--- src/rtl/assert_macros.svh ---
// ----------------------------------------------------------------------------
// Assertion macros
// Shared concurrent assertion wrappers. Define ASSERT_OFF to compile them out.
// ----------------------------------------------------------------------------
`ifndef ASSERT_MACROS_SVH
`define ASSERT_MACROS_SVH

`ifndef ASSERT_OFF
// Checked on every rising edge while reset is released.
`define ASSERT_RST(label, clk, rst_n, prop) \
  label: assert property (@(posedge clk) disable iff (!rst_n) prop) \
    else $error("assertion failed: %m");
// Checked on every rising edge, reset included.
`define ASSERT_ALWAYS(label, clk, prop) \
  label: assert property (@(posedge clk) prop) \
    else $error("assertion failed: %m");
`else
`define ASSERT_RST(label, clk, rst_n, prop)
`define ASSERT_ALWAYS(label, clk, prop)
`endif

`endif

--- src/rtl/fsa_pkg.sv ---
// ----------------------------------------------------------------------------
// fsa_pkg
// Shared widths, codes, defaults and control types of the slot allocator.
// ----------------------------------------------------------------------------
`default_nettype none

package fsa_pkg;

  // Default configuration.
  localparam int FSA_FRAMES          = 16;
  localparam int FSA_SLOTS_PER_FRAME = 8;
  localparam int FSA_VALUE_BITS      = 32;

  // Fixed field widths of the channels.
  localparam int REQ_W     = 2;
  localparam int STORE_W   = 32;
  localparam int TARGET_W  = 8;
  localparam int STATUS_W  = 2;
  localparam int GRANTED_W = 7;
  localparam int RVALUE_W  = 32;

  // Request codes.
  localparam logic [REQ_W-1:0] REQ_ALLOC = 2'd0;
  localparam logic [REQ_W-1:0] REQ_READ  = 2'd1;
  localparam logic [REQ_W-1:0] REQ_FREE  = 2'd2;

  // Result status codes.
  localparam logic [STATUS_W-1:0] ST_OK    = 2'd0;
  localparam logic [STATUS_W-1:0] ST_FULL  = 2'd1;
  localparam logic [STATUS_W-1:0] ST_EMPTY = 2'd2;

  // Commands from the controller to the datapath.
  typedef struct packed {
    logic load;    // capture a request and issue the memory reads
    logic commit;  // apply the update and load the result register
  } fsa_cmd_t;

endpackage

`default_nettype wire

--- src/rtl/fsa_if.sv ---
// ----------------------------------------------------------------------------
// fsa_if
// Valid/ready channels for request words and result words.
// ----------------------------------------------------------------------------
`default_nettype none

interface fsa_in_if
  import fsa_pkg::*;
();
  logic                valid;
  logic                ready;
  logic [REQ_W-1:0]    req_type;
  logic                has_value;
  logic [STORE_W-1:0]  store_value;
  logic [TARGET_W-1:0] target_index;

  modport source (output valid, output req_type, output has_value,
                  output store_value, output target_index, input ready);
  modport sink   (input valid, input req_type, input has_value,
                  input store_value, input target_index, output ready);
endinterface

interface fsa_out_if
  import fsa_pkg::*;
();
  logic                 valid;
  logic                 ready;
  logic [STATUS_W-1:0]  status;
  logic [GRANTED_W-1:0] granted_index;
  logic [RVALUE_W-1:0]  read_value;

  modport source (output valid, output status, output granted_index,
                  output read_value, input ready);
  modport sink   (input valid, input status, input granted_index,
                  input read_value, output ready);
endinterface

`default_nettype wire

--- src/rtl/fsa_ctrl.sv ---
// ----------------------------------------------------------------------------
// fsa_ctrl
// Request sequencer: accepts a word, waits for result space, commits.
// ----------------------------------------------------------------------------
`default_nettype none
`include "assert_macros.svh"

module fsa_ctrl
  import fsa_pkg::*;
(
  input  wire logic     clk,
  input  wire logic     rst_n,
  input  wire logic     in_valid,
  output logic          in_ready,
  output logic          out_valid,
  input  wire logic     out_ready,
  output fsa_cmd_t      cmd_o
);

  localparam logic S_IDLE = 1'b0;
  localparam logic S_EXEC = 1'b1;

  logic state_r, state_nxt;
  logic out_valid_r, out_valid_nxt;
  logic accept;
  logic commit;

  assign in_ready = (state_r == S_IDLE);
  assign accept   = in_valid && in_ready;
  // The result register may be refilled in the cycle its word is taken.
  assign commit   = (state_r == S_EXEC) && (!out_valid_r || out_ready);

  assign cmd_o.load   = accept;
  assign cmd_o.commit = commit;
  assign out_valid    = out_valid_r;

  always_comb begin
    state_nxt = state_r;
    unique case (state_r)
      S_IDLE: begin
        if (accept) state_nxt = S_EXEC;
      end
      S_EXEC: begin
        if (commit) state_nxt = S_IDLE;
      end
      default: state_nxt = S_IDLE;
    endcase
  end

  always_comb begin
    out_valid_nxt = out_valid_r;
    if (commit) begin
      out_valid_nxt = 1'b1;
    end else if (out_ready) begin
      out_valid_nxt = 1'b0;
    end
  end

  always_ff @(posedge clk) begin
    if (!rst_n) begin
      state_r     <= S_IDLE;
      out_valid_r <= 1'b0;
    end else begin
      state_r     <= state_nxt;
      out_valid_r <= out_valid_nxt;
    end
  end

  `ASSERT_RST(a_accept_to_exec, clk, rst_n, (in_valid && in_ready) |=> (state_r == S_EXEC))
  `ASSERT_RST(a_commit_result, clk, rst_n, commit |=> ((state_r == S_IDLE) && out_valid_r))
  `ASSERT_RST(a_valid_from_commit, clk, rst_n, $rose(out_valid_r) |-> $past(commit))
  `ASSERT_RST(a_hold_when_blocked, clk, rst_n, ((state_r == S_EXEC) && out_valid_r && !out_ready) |=> (state_r == S_EXEC))

endmodule

`default_nettype wire

--- src/rtl/fsa_dpath.sv ---
// ----------------------------------------------------------------------------
// fsa_dpath
// Occupancy rows, full flags, value store and result register.
// ----------------------------------------------------------------------------
`default_nettype none
`include "assert_macros.svh"

module fsa_dpath
  import fsa_pkg::*;
#(
  parameter int FRAMES          = FSA_FRAMES,
  parameter int SLOTS_PER_FRAME = FSA_SLOTS_PER_FRAME,
  parameter int VALUE_BITS      = FSA_VALUE_BITS
) (
  input  wire logic                 clk,
  input  wire logic                 rst_n,
  input  wire fsa_cmd_t             cmd_i,
  input  wire logic [REQ_W-1:0]     req_type,
  input  wire logic                 has_value,
  input  wire logic [STORE_W-1:0]   store_value,
  input  wire logic [TARGET_W-1:0]  target_index,
  output logic [STATUS_W-1:0]       res_status,
  output logic [GRANTED_W-1:0]      res_granted,
  output logic [RVALUE_W-1:0]       res_value
);

  localparam int SpfEff     = ((SLOTS_PER_FRAME + 7) / 8) * 8;
  localparam int Capacity   = FRAMES * SpfEff;
  localparam int FrW        = (FRAMES > 1) ? $clog2(FRAMES) : 1;
  localparam int SlW        = $clog2(SpfEff);
  localparam int GW         = $clog2(Capacity);
  // Reciprocal for the frame number of a target index: exact for 8-bit indexes.
  localparam int RecipShift = 16;
  localparam int RecipW     = RecipShift + 1;
  localparam int Recip      = ((1 << RecipShift) + SpfEff - 1) / SpfEff;
  localparam int ProdW      = TARGET_W + RecipW;
  localparam logic [VALUE_BITS-1:0] ByteFill = VALUE_BITS'(64'h0101_0101_0101_0101);

  // Storage.
  logic [SpfEff-1:0]     occ_mem_r [FRAMES];
  logic [VALUE_BITS-1:0] val_mem_r [Capacity];
  logic [FRAMES-1:0]     row_valid_r;
  logic [FRAMES-1:0]     full_r;

  // Request captured at accept.
  logic [REQ_W-1:0]      req_r;
  logic                  has_value_r;
  logic [STORE_W-1:0]    store_value_r;
  logic [TARGET_W-1:0]   target_r;
  logic [FrW-1:0]        frame_r;
  logic                  in_range_r;
  logic                  space_r;
  logic [SpfEff-1:0]     occ_rd_r;
  logic                  row_valid_rd_r;
  logic [VALUE_BITS-1:0] val_rd_r;

  // Result register.
  logic [STATUS_W-1:0]   res_status_r;
  logic [GRANTED_W-1:0]  res_granted_r;
  logic [RVALUE_W-1:0]   res_value_r;

  // Accept-cycle logic.
  logic [FrW-1:0]        pick;
  logic                  space;
  logic [ProdW-1:0]      prod;
  logic [TARGET_W-1:0]   tgt_frame;
  logic [FrW-1:0]        rd_frame;
  logic                  in_range;

  // Execute-cycle logic.
  logic [SpfEff-1:0]     row;
  logic [SlW-1:0]        free_slot;
  logic                  found;
  logic [SlW-1:0]        tgt_slot;
  logic [GW-1:0]         g_alloc;
  logic                  hit;
  logic                  alloc_ok;
  logic [VALUE_BITS-1:0] wval;
  logic [SpfEff-1:0]     new_row;
  logic                  row_we;
  logic [STATUS_W-1:0]   status_c;
  logic [GRANTED_W-1:0]  granted_c;
  logic [RVALUE_W-1:0]   value_c;

  // Lowest frame that still has a free slot.
  always_comb begin
    pick  = '0;
    space = 1'b0;
    for (int f = FRAMES - 1; f >= 0; f--) begin
      if (!full_r[f]) begin
        pick  = FrW'(f);
        space = 1'b1;
      end
    end
  end

  assign prod      = ProdW'(target_index) * ProdW'(Recip);
  assign tgt_frame = prod[RecipShift +: TARGET_W];
  assign in_range  = (int'(target_index) < Capacity);
  assign rd_frame  = (req_type == REQ_ALLOC) ? pick : tgt_frame[FrW-1:0];

  always_ff @(posedge clk) begin
    if (cmd_i.load) begin
      req_r          <= req_type;
      has_value_r    <= has_value;
      store_value_r  <= store_value;
      target_r       <= target_index;
      frame_r        <= rd_frame;
      in_range_r     <= in_range;
      space_r        <= space;
      occ_rd_r       <= occ_mem_r[rd_frame];
      row_valid_rd_r <= row_valid_r[rd_frame];
      val_rd_r       <= val_mem_r[GW'(target_index)];
    end
  end

  // A row that was never written reads as all free.
  assign row = row_valid_rd_r ? occ_rd_r : '0;

  always_comb begin
    free_slot = '0;
    found     = 1'b0;
    for (int i = SpfEff - 1; i >= 0; i--) begin
      if (!row[i]) begin
        free_slot = SlW'(i);
        found     = 1'b1;
      end
    end
  end

  assign tgt_slot = SlW'(int'(target_r) - int'(frame_r) * SpfEff);
  assign g_alloc  = GW'(int'(frame_r) * SpfEff + int'(free_slot));
  assign hit      = in_range_r && row[tgt_slot];
  assign alloc_ok = space_r && found;
  assign wval     = has_value_r ? VALUE_BITS'(store_value_r) : ByteFill;

  always_comb begin
    new_row   = row;
    row_we    = 1'b0;
    status_c  = ST_EMPTY;
    granted_c = '0;
    value_c   = '0;
    case (req_r)
      REQ_ALLOC: begin
        if (alloc_ok) begin
          new_row[free_slot] = 1'b1;
          row_we    = 1'b1;
          status_c  = ST_OK;
          granted_c = GRANTED_W'(g_alloc);
          value_c   = RVALUE_W'(wval);
        end else begin
          status_c = ST_FULL;
        end
      end
      REQ_READ: begin
        if (hit) begin
          status_c = ST_OK;
          value_c  = RVALUE_W'(val_rd_r);
        end
      end
      REQ_FREE: begin
        if (hit) begin
          new_row[tgt_slot] = 1'b0;
          row_we   = 1'b1;
          status_c = ST_OK;
        end
      end
      default: status_c = ST_EMPTY;
    endcase
  end

  always_ff @(posedge clk) begin
    if (cmd_i.commit && row_we) begin
      occ_mem_r[frame_r] <= new_row;
    end
    if (cmd_i.commit && (req_r == REQ_ALLOC) && alloc_ok) begin
      val_mem_r[g_alloc] <= wval;
    end
  end

  always_ff @(posedge clk) begin
    if (!rst_n) begin
      row_valid_r <= '0;
      full_r      <= '0;
    end else if (cmd_i.commit && row_we) begin
      row_valid_r[frame_r] <= 1'b1;
      full_r[frame_r]      <= &new_row;
    end
  end

  always_ff @(posedge clk) begin
    if (cmd_i.commit) begin
      res_status_r  <= status_c;
      res_granted_r <= granted_c;
      res_value_r   <= value_c;
    end
  end

  assign res_status  = res_status_r;
  assign res_granted = res_granted_r;
  assign res_value   = res_value_r;

  `ASSERT_RST(a_alloc_marks_row, clk, rst_n, (cmd_i.commit && (req_r == REQ_ALLOC) && alloc_ok) |=> row_valid_r[frame_r])
  `ASSERT_RST(a_free_clears_full, clk, rst_n, (cmd_i.commit && (req_r == REQ_FREE) && hit) |=> !full_r[frame_r])
  `ASSERT_RST(a_full_only_no_space, clk, rst_n, (cmd_i.commit && (req_r == REQ_ALLOC) && !space_r) |=> (res_status_r == ST_FULL))

endmodule

`default_nettype wire

--- src/rtl/framed_slot_allocator_top.sv ---
// ----------------------------------------------------------------------------
// framed_slot_allocator_top
// Framed slot pool: allocate lowest free slot, read and free by index.
// ----------------------------------------------------------------------------
// Sequence: an accepted request word is captured with its row and value reads; the
//   update and result register are loaded in the execute state, later only while
//   the previous result word is still waiting to be taken. A new request word is not
//   accepted before the last commits, as each must see the row the last one wrote.
// Reset clears the per-frame row valid bits and full flags at once; no clearing
//   pass is needed. Stored values are undefined until a slot is allocated.
`default_nettype none

module framed_slot_allocator_top
  import fsa_pkg::*;
#(
  parameter int FRAMES          = FSA_FRAMES,
  parameter int SLOTS_PER_FRAME = FSA_SLOTS_PER_FRAME,
  parameter int VALUE_BITS      = FSA_VALUE_BITS
) (
  input  wire logic  clk,
  input  wire logic  rst_n,
  fsa_in_if.sink     in_ch,
  fsa_out_if.source  out_ch
);

  fsa_cmd_t cmd;
  logic     in_ready;
  logic     out_valid;

  fsa_ctrl u_ctrl (
    .clk       (clk),
    .rst_n     (rst_n),
    .in_valid  (in_ch.valid),
    .in_ready  (in_ready),
    .out_valid (out_valid),
    .out_ready (out_ch.ready),
    .cmd_o     (cmd)
  );

  fsa_dpath #(
    .FRAMES          (FRAMES),
    .SLOTS_PER_FRAME (SLOTS_PER_FRAME),
    .VALUE_BITS      (VALUE_BITS)
  ) u_dpath (
    .clk          (clk),
    .rst_n        (rst_n),
    .cmd_i        (cmd),
    .req_type     (in_ch.req_type),
    .has_value    (in_ch.has_value),
    .store_value  (in_ch.store_value),
    .target_index (in_ch.target_index),
    .res_status   (out_ch.status),
    .res_granted  (out_ch.granted_index),
    .res_value    (out_ch.read_value)
  );

  assign in_ch.ready  = in_ready;
  assign out_ch.valid = out_valid;

endmodule

`default_nettype wire

--- src/flat_wrapper.sv ---
// flat-port wrapper written by rule: the top's interface ports become plain ports
module framed_slot_allocator_top_flat import fsa_pkg::*;
#(
  parameter int FRAMES          = FSA_FRAMES,
  parameter int SLOTS_PER_FRAME = FSA_SLOTS_PER_FRAME,
  parameter int VALUE_BITS      = FSA_VALUE_BITS
)
  (clk, rst_n, in_ch_valid, in_ch_req_type, in_ch_has_value, in_ch_store_value, in_ch_target_index, in_ch_ready, out_ch_valid, out_ch_status, out_ch_granted_index, out_ch_read_value, out_ch_ready);
  fsa_in_if in_ch_i ();
  fsa_out_if out_ch_i ();
  input  wire logic clk;
  input  wire logic rst_n;
  input wire logic [$bits(in_ch_i.valid)-1:0] in_ch_valid;
  input wire logic [$bits(in_ch_i.req_type)-1:0] in_ch_req_type;
  input wire logic [$bits(in_ch_i.has_value)-1:0] in_ch_has_value;
  input wire logic [$bits(in_ch_i.store_value)-1:0] in_ch_store_value;
  input wire logic [$bits(in_ch_i.target_index)-1:0] in_ch_target_index;
  output wire logic [$bits(in_ch_i.ready)-1:0] in_ch_ready;
  output wire logic [$bits(out_ch_i.valid)-1:0] out_ch_valid;
  output wire logic [$bits(out_ch_i.status)-1:0] out_ch_status;
  output wire logic [$bits(out_ch_i.granted_index)-1:0] out_ch_granted_index;
  output wire logic [$bits(out_ch_i.read_value)-1:0] out_ch_read_value;
  input wire logic [$bits(out_ch_i.ready)-1:0] out_ch_ready;
  assign in_ch_i.valid = in_ch_valid;
  assign in_ch_i.req_type = in_ch_req_type;
  assign in_ch_i.has_value = in_ch_has_value;
  assign in_ch_i.store_value = in_ch_store_value;
  assign in_ch_i.target_index = in_ch_target_index;
  assign in_ch_ready = in_ch_i.ready;
  assign out_ch_valid = out_ch_i.valid;
  assign out_ch_status = out_ch_i.status;
  assign out_ch_granted_index = out_ch_i.granted_index;
  assign out_ch_read_value = out_ch_i.read_value;
  assign out_ch_i.ready = out_ch_ready;
  framed_slot_allocator_top #(.FRAMES(FRAMES), .SLOTS_PER_FRAME(SLOTS_PER_FRAME), .VALUE_BITS(VALUE_BITS)) u_core (.clk(clk), .rst_n(rst_n), .in_ch(in_ch_i), .out_ch(out_ch_i));
endmodule
--- config.mk ---
export PLATFORM = sky130hd
export DESIGN_NAME = framed_slot_allocator_top_flat
export DESIGN_NICKNAME = d
export VERILOG_FILES = /design/src/rtl/fsa_pkg.sv /design/src/rtl/fsa_if.sv /design/src/rtl/fsa_ctrl.sv /design/src/rtl/fsa_dpath.sv /design/src/rtl/framed_slot_allocator_top.sv /design/src/flat_wrapper.sv
export VERILOG_INCLUDE_DIRS = /design/src /design/src/rtl
export SDC_FILE = /design/constraint.sdc
export NUM_CORES = 2
export LEC_CHECK = 0
export BUFFER_PORTS_ARGS = -buffer_cell sky130_fd_sc_hd__buf_2
export CORE_MARGIN = 5
export CORE_UTILIZATION = 52
export DETAILED_ROUTE_END_ITERATION = 7
export PLACE_DENSITY = 0.67
export SLEW_MARGIN = 20
export SYNTH_ARGS = -nofsm -noshare
export SYNTH_HDL_FRONTEND = slang
export SYNTH_MEMORY_MAX_BITS = 65536
export SYNTH_SLANG_ARGS = --single-unit
--- constraint.sdc ---
create_clock -name clk -period 14.7 [get_ports clk]
set_clock_uncertainty 0.2 [all_clocks]
set_input_delay 1.47 -clock clk [delete_from_list [all_inputs] [get_ports clk]]
set_output_delay 1.47 -clock clk [all_outputs]
set_load 0.02 [all_outputs]
== Word level (Yosys, flattened, before mapping) ==
Memories as Yosys holds them, arrays and structs flattened. A register that Yosys moved wholly into a read port is not among the register bits.
Index checks and enable logic that the tools add are counted.
Word-level totals
  flip-flop bits (word level): 120
  latch bits: 0
  bits in writable memories: 4224
  memory bits (read-only): 0
  output and inout bits: 43
  word-level logic and storage cells: 121
  memories: 2
Memories
  u_core.u_dpath.val_mem_r: words 128, bits a word 32, read ports 1, clocked after memory_dff 1, write ports 1, line fsa_dpath.sv:41  | logic [VALUE_BITS-1:0] val_mem_r [Capacity];
  u_core.u_dpath.occ_mem_r: words 16, bits a word 8, read ports 1, clocked after memory_dff 1, write ports 1, line fsa_dpath.sv:40  | logic [SpfEff-1:0] occ_mem_r [FRAMES];
Operators by class
  $add $sub $neg: 2
  multiply operators: 0
  divide/modulo/power cells: 0
  magnitude comparators: 8
  equality and inequality tests: 2
  shift operators: 0
  mux-type cells: 68
  bitwise operators: 5
  reductions and logical operators: 19
Operator list (count)
  two-way mux 32 bit: 3
  two-way mux 4 bit: 17
  one-hot mux 32 bit (2 select lines): 1
  two-way mux 1 bit: 25
  two-way mux 3 bit: 8
  two-way mux 8 bit: 3
  bitwise mux 16 bit: 1
  bitwise OR 16 bit: 1
  one-hot mux 8 bit (2 select lines): 1
  AND reduction 15 bit: 1
  logical AND 1 bit: 10
  less-than comparator 4 x 5 -> 1 bit, second input constant: 2
  bitwise AND 8 bit: 1
  less-than comparator 3 x 4 -> 1 bit, second input constant: 2
  less-than comparator 8 bit, second input constant: 1
  NOT 8 bit: 1
  bitwise OR 8 bit: 1
  AND reduction 8 bit: 1
  adder 7 x 3 -> 7 bit: 1
  demux 1 bit (select 3 bit): 2
  greater-or-equal comparator 3 x 1 -> 1 bit, second input constant: 2
  binary-select mux 1 bit (select 4 bit): 1
  demux 1 bit (select 4 bit): 1
  greater-or-equal comparator 4 x 1 -> 1 bit, second input constant: 1
  14 further kinds: 16

== Depth between registers and ports, before layout ==
  depth in word-level cells: 19
  gate-level depth with buffers: 10
  depth with buffers taken out: 9

== Modules after synthesis ==
From an unflattened synthesis, not the netlist that was laid out.
Unflattened totals
  cell total of the unflattened synthesis: 7002
  area total of the unflattened synthesis: 167174.1 sq um
By module, submodules not included
  fsa_dpath: instances 1, cells each 6991, area an instance 167056.5 sq um
  fsa_ctrl: instances 1, cells each 11, area an instance 117.6 sq um

== Least setup slack after synthesis ==
OpenSTA, ideal clock, no wires.
  path type: in2reg
  start: input port in_ch_valid
  end: register u_core.u_dpath.frame_r[0], enable pin
  setup time: 0.539 ns
  data arrival time: 5.181 ns
  data required time: 13.961 ns
  slack: 8.779 ns
  stages: 1
  path buffers: 0
  cell sequence: nor2b_1
On the way
  cells in the longest elaborated chain, start to end: 1
RTL lines
  start: declaration: line flat_wrapper.sv:13  | input wire logic [$bits(in_ch_i.valid)-1:0] in_ch_valid;
  logical AND 1 bit: line fsa_ctrl.sv:29  | assign accept = in_valid && in_ready;
  end signal: assignment: line fsa_dpath.sv:108  | frame_r <= rd_frame;
  end: declaration: line fsa_dpath.sv:50  | logic [FrW-1:0] frame_r;
No other way between the ends.
A chain may end at the register's enable or synchronous reset.

==> results.yml <==
synthesis:
  syn_avg_cell_area_um2: 23.8
  synth_area_leaders: "edfxtp_1 78%, mux4_2 16%, mux2i_1 2.0%, a22oi_1 0.57%, dfxtp_1 0.41%"
  synthCells: 7028
  yosysTopAreaCell: "edfxtp_1"
  synth_edf_count: 4350
  ys_seq_area_share_pct: 78.6
  postSynth.asyncResetShare_pct: 0
  synth.cell_area_um2: 167000
  ys_ff_latch: 4384
  ys.flop_type: "edfxtp_1"
  synth_top_area_share_pct: 78.2
  synth_fp_nets: 7079
  ys_warn_count: 0
  synth_cell_types: 66
place:
  portBuffers: 89
  place_hpwl_mm: 238
  gp_congestion: 0.859
worst_hold_path:
  worst_hold_path_type: "reg -> reg"
clocking:
  cts_sinks: 4384
  cts_setup_buffers: 0
  h-tree-depth: 5
  clock_latency_ps: 1000
  clockBufferDepth: 4
  cts_tree: "built"
  ctsHoldBuffers: 0
  clkTransAtPathRegs_ps: 60
  cts_repair_resize_count: 0
  cts-root-buf: "clkbuf_16"
  cts_buffers: 429
cells_and_area:
  nFillCells: 22259
  regArea_um2: 131000
  multi_input_area_um2: 35200
  layout.nets: 7492
  syn2layout_area_growth_pct: 12.9
  drive_gt1_share_pct: 29.8
pwr:
  power_mw: 26.1
  leakagePower_nw: 59.2
  p_per_area_nw_per_um2: 138
  ir_drop_uv: 142
sta:
  fin_setup_tns_ps: 0
  setup_viol: 0
  period_share_pct: 39.4
  finalHoldViolCount: 0
  tightest_slew_ps: 1200
  fin_crit_ps: 5800
  slew_violations: 0
  fmax_mhz: 173
  rsz0062_at_grt: "false"
  slew_headroom_pct: 20.0
worst_setup_path:
  worstPathMaxFanout: 87
  start_kind: "primary input"
  critPathKind: "in -> reg"
  worstSetupEndpointType: "flip-flop"
  crit_required_ps: 15170
  crit_arrival_ps: 6260
floorplan:
  initial_core_util_pct: 52.1
  io_pins: 90
  dieArea_um2: 333000
  fp.dieW_um: 577
  die_y_um: 577
  rows: 208
  core-area_um2: 321000
detailed_routing:
  vias: 79465
  wl_per_cell_um: 36.5
  drtIter0Drc: 11092
  postRouteWirelength_mm: 442
  routed_via_density: 6.56
  first_pass_iters: 6
  drc: 0
  postRouteAntennaNets: 0
global_routing:
  grt_pass1_vias: 78957
  grt-ovfl-total: 0
  grt_use_total_pct: 26.4
  grt_max_degree: 135
  grt_antenna_before_repair: 21
  grt_pass1_wl_mm: 615
status:
  outcome: "finished, final reports clean"
run:
  drv_cap: 0
## worst max-delay path, cell delays in order
cell and delay (ps):
buf_12 480, buf_12 560, buf_12 550, buf_4 700, mux4_2 590, mux4_2 510
mux2i_2 700, a211oi_1 190
## placed cells by master, fill, tap and decap left out, types with 29 or more instances in the layout
cell type / n
nand2_1: 129
nand4_1: 36
and2_4: 29
a22oi_1: 128
dfxtp_1: 34
bufinv_16: 47
clkinv_2: 78
mux2i_1: 338
a32oi_1: 36
edfxtp_1: 4350
a22o_1: 32
clkinv_1: 99
buf_2: 84
o22ai_1: 32
a211oi_1: 32
mux4_2: 1153
buf_4: 249
clkbuf_1: 92
nor2_4: 129
clkbuf_16: 433
## registers in the layout (all words and copies together), names as in the netlist, 3 cells and up
| name | cells |
|---|---|
| u_core.u_dpath.target_r | 3 |
| u_core.u_dpath.frame_r | 4 |
| u_core.u_dpath.val_rd_r | 32 |
| u_core.u_dpath.full_r | 16 |
| u_core.u_dpath.res_granted | 7 |
| u_core.u_dpath.val_mem_r | 4096 |
| u_core.u_dpath.res_value | 32 |
| u_core.u_dpath.occ_mem_r | 128 |
| u_core.u_dpath.row_valid_r | 16 |
| u_core.u_dpath.occ_rd_r | 8 |
| u_core.u_dpath.store_value_r | 32 |
## path summary, 6_finish.rpt
path	startpoint	endpoint	slack, ps	cells past startpoint
max	in_ch_target_index[0]	u_core.u_dpath.val_rd_r[12]$_DFFE_PP_	8900	8
min	u_core.u_dpath.row_valid_r[7]$_SDFFE_PN0P_	u_core.u_dpath.row_valid_r[7]$_SDFFE_PN0P_	270	1
max reg2reg	u_core.u_ctrl.state_r$_SDFF_PN0_	u_core.u_dpath.val_mem_r[121][10]$_DFFE_PP_	9680	6
min reg2reg	u_core.u_dpath.row_valid_r[7]$_SDFFE_PN0P_	u_core.u_dpath.row_valid_r[7]$_SDFFE_PN0P_	270	1
## cells by family (layout without fill, tap and decap cells)
| kind of cell | count (synthesis) | after routing | synth area share, % |
|---|---|---|---|
| AOI/OAI and AO/OA | 318 | 318 | 1.46 |
| adders and majority gates | 5 | 5 | 0.0359 |
| muxes | 1493 | 1493 | 17.6 |
| other | 0 | 7 | 0 |
| and+or+nand+nor | 447 | 447 | 1.27 |
| DFF | 4384 | 4384 | 78.6 |
| buffers and inverters | 381 | 1158 | 1.09 |
## per-stage QoR
stage	setup slack, ps	hold slack, ps	area [um^2]	instances	util (%)
4_1_cts	8790	267	189000	12108	58.8
3_3_place_gp	7430	246	174000	11311	54.4
2_1_floorplan	8780	240	167000	7028	-
5_1_grt	8520	287	189000	12111	58.8
6_report	8900	266	189000	12117	58.8
3_5_place_dp	7760	253	174000	11313	54.4
## metal layers
metal / wire, um / up-vias / global-route usage (%)
met4: 20500 / 2 / 10.2
li1: - / 31093 / -
met2: 214000 / 4587 / 42.2
met5: 13 / - / 0
met1: 164000 / 42992 / 36.7
met3: 43300 / 791 / 4.87
## power by group
part           internal [mW]  switching, mW
combinational          0.422          0.836
sequential              13.8         0.0265
clock                   6.28           4.70
## synthesized netlist by cell type (33+ instances only)
library cell  count
a22oi_1         128
a32oi_1          36
and2_1           35
buf_1            52
buf_2           103
buf_4            65
clkbuf_1        144
dfxtp_1          34
edfxtp_1       4350
mux2i_1         340
mux4_2         1153
nand2_1         136
nand4_1          36
nor2_1          161
o22ai_1          33
## final cells by class
cell class | instances | share of cell area (%)
Clock buffer | 530 | 5.96
Sequential cell | 4384 | 69.6
Tap cell | 4305 | 2.85
Clock inverter | 265 | 1.52
Multi-Input combinational cell | 2263 | 18.7
Timing Repair Buffer | 350 | 1.38
Inverter | 13 | 0.0259
Antenna cell | 7 | 0.00928
Power figures use the tool's default switching activity.
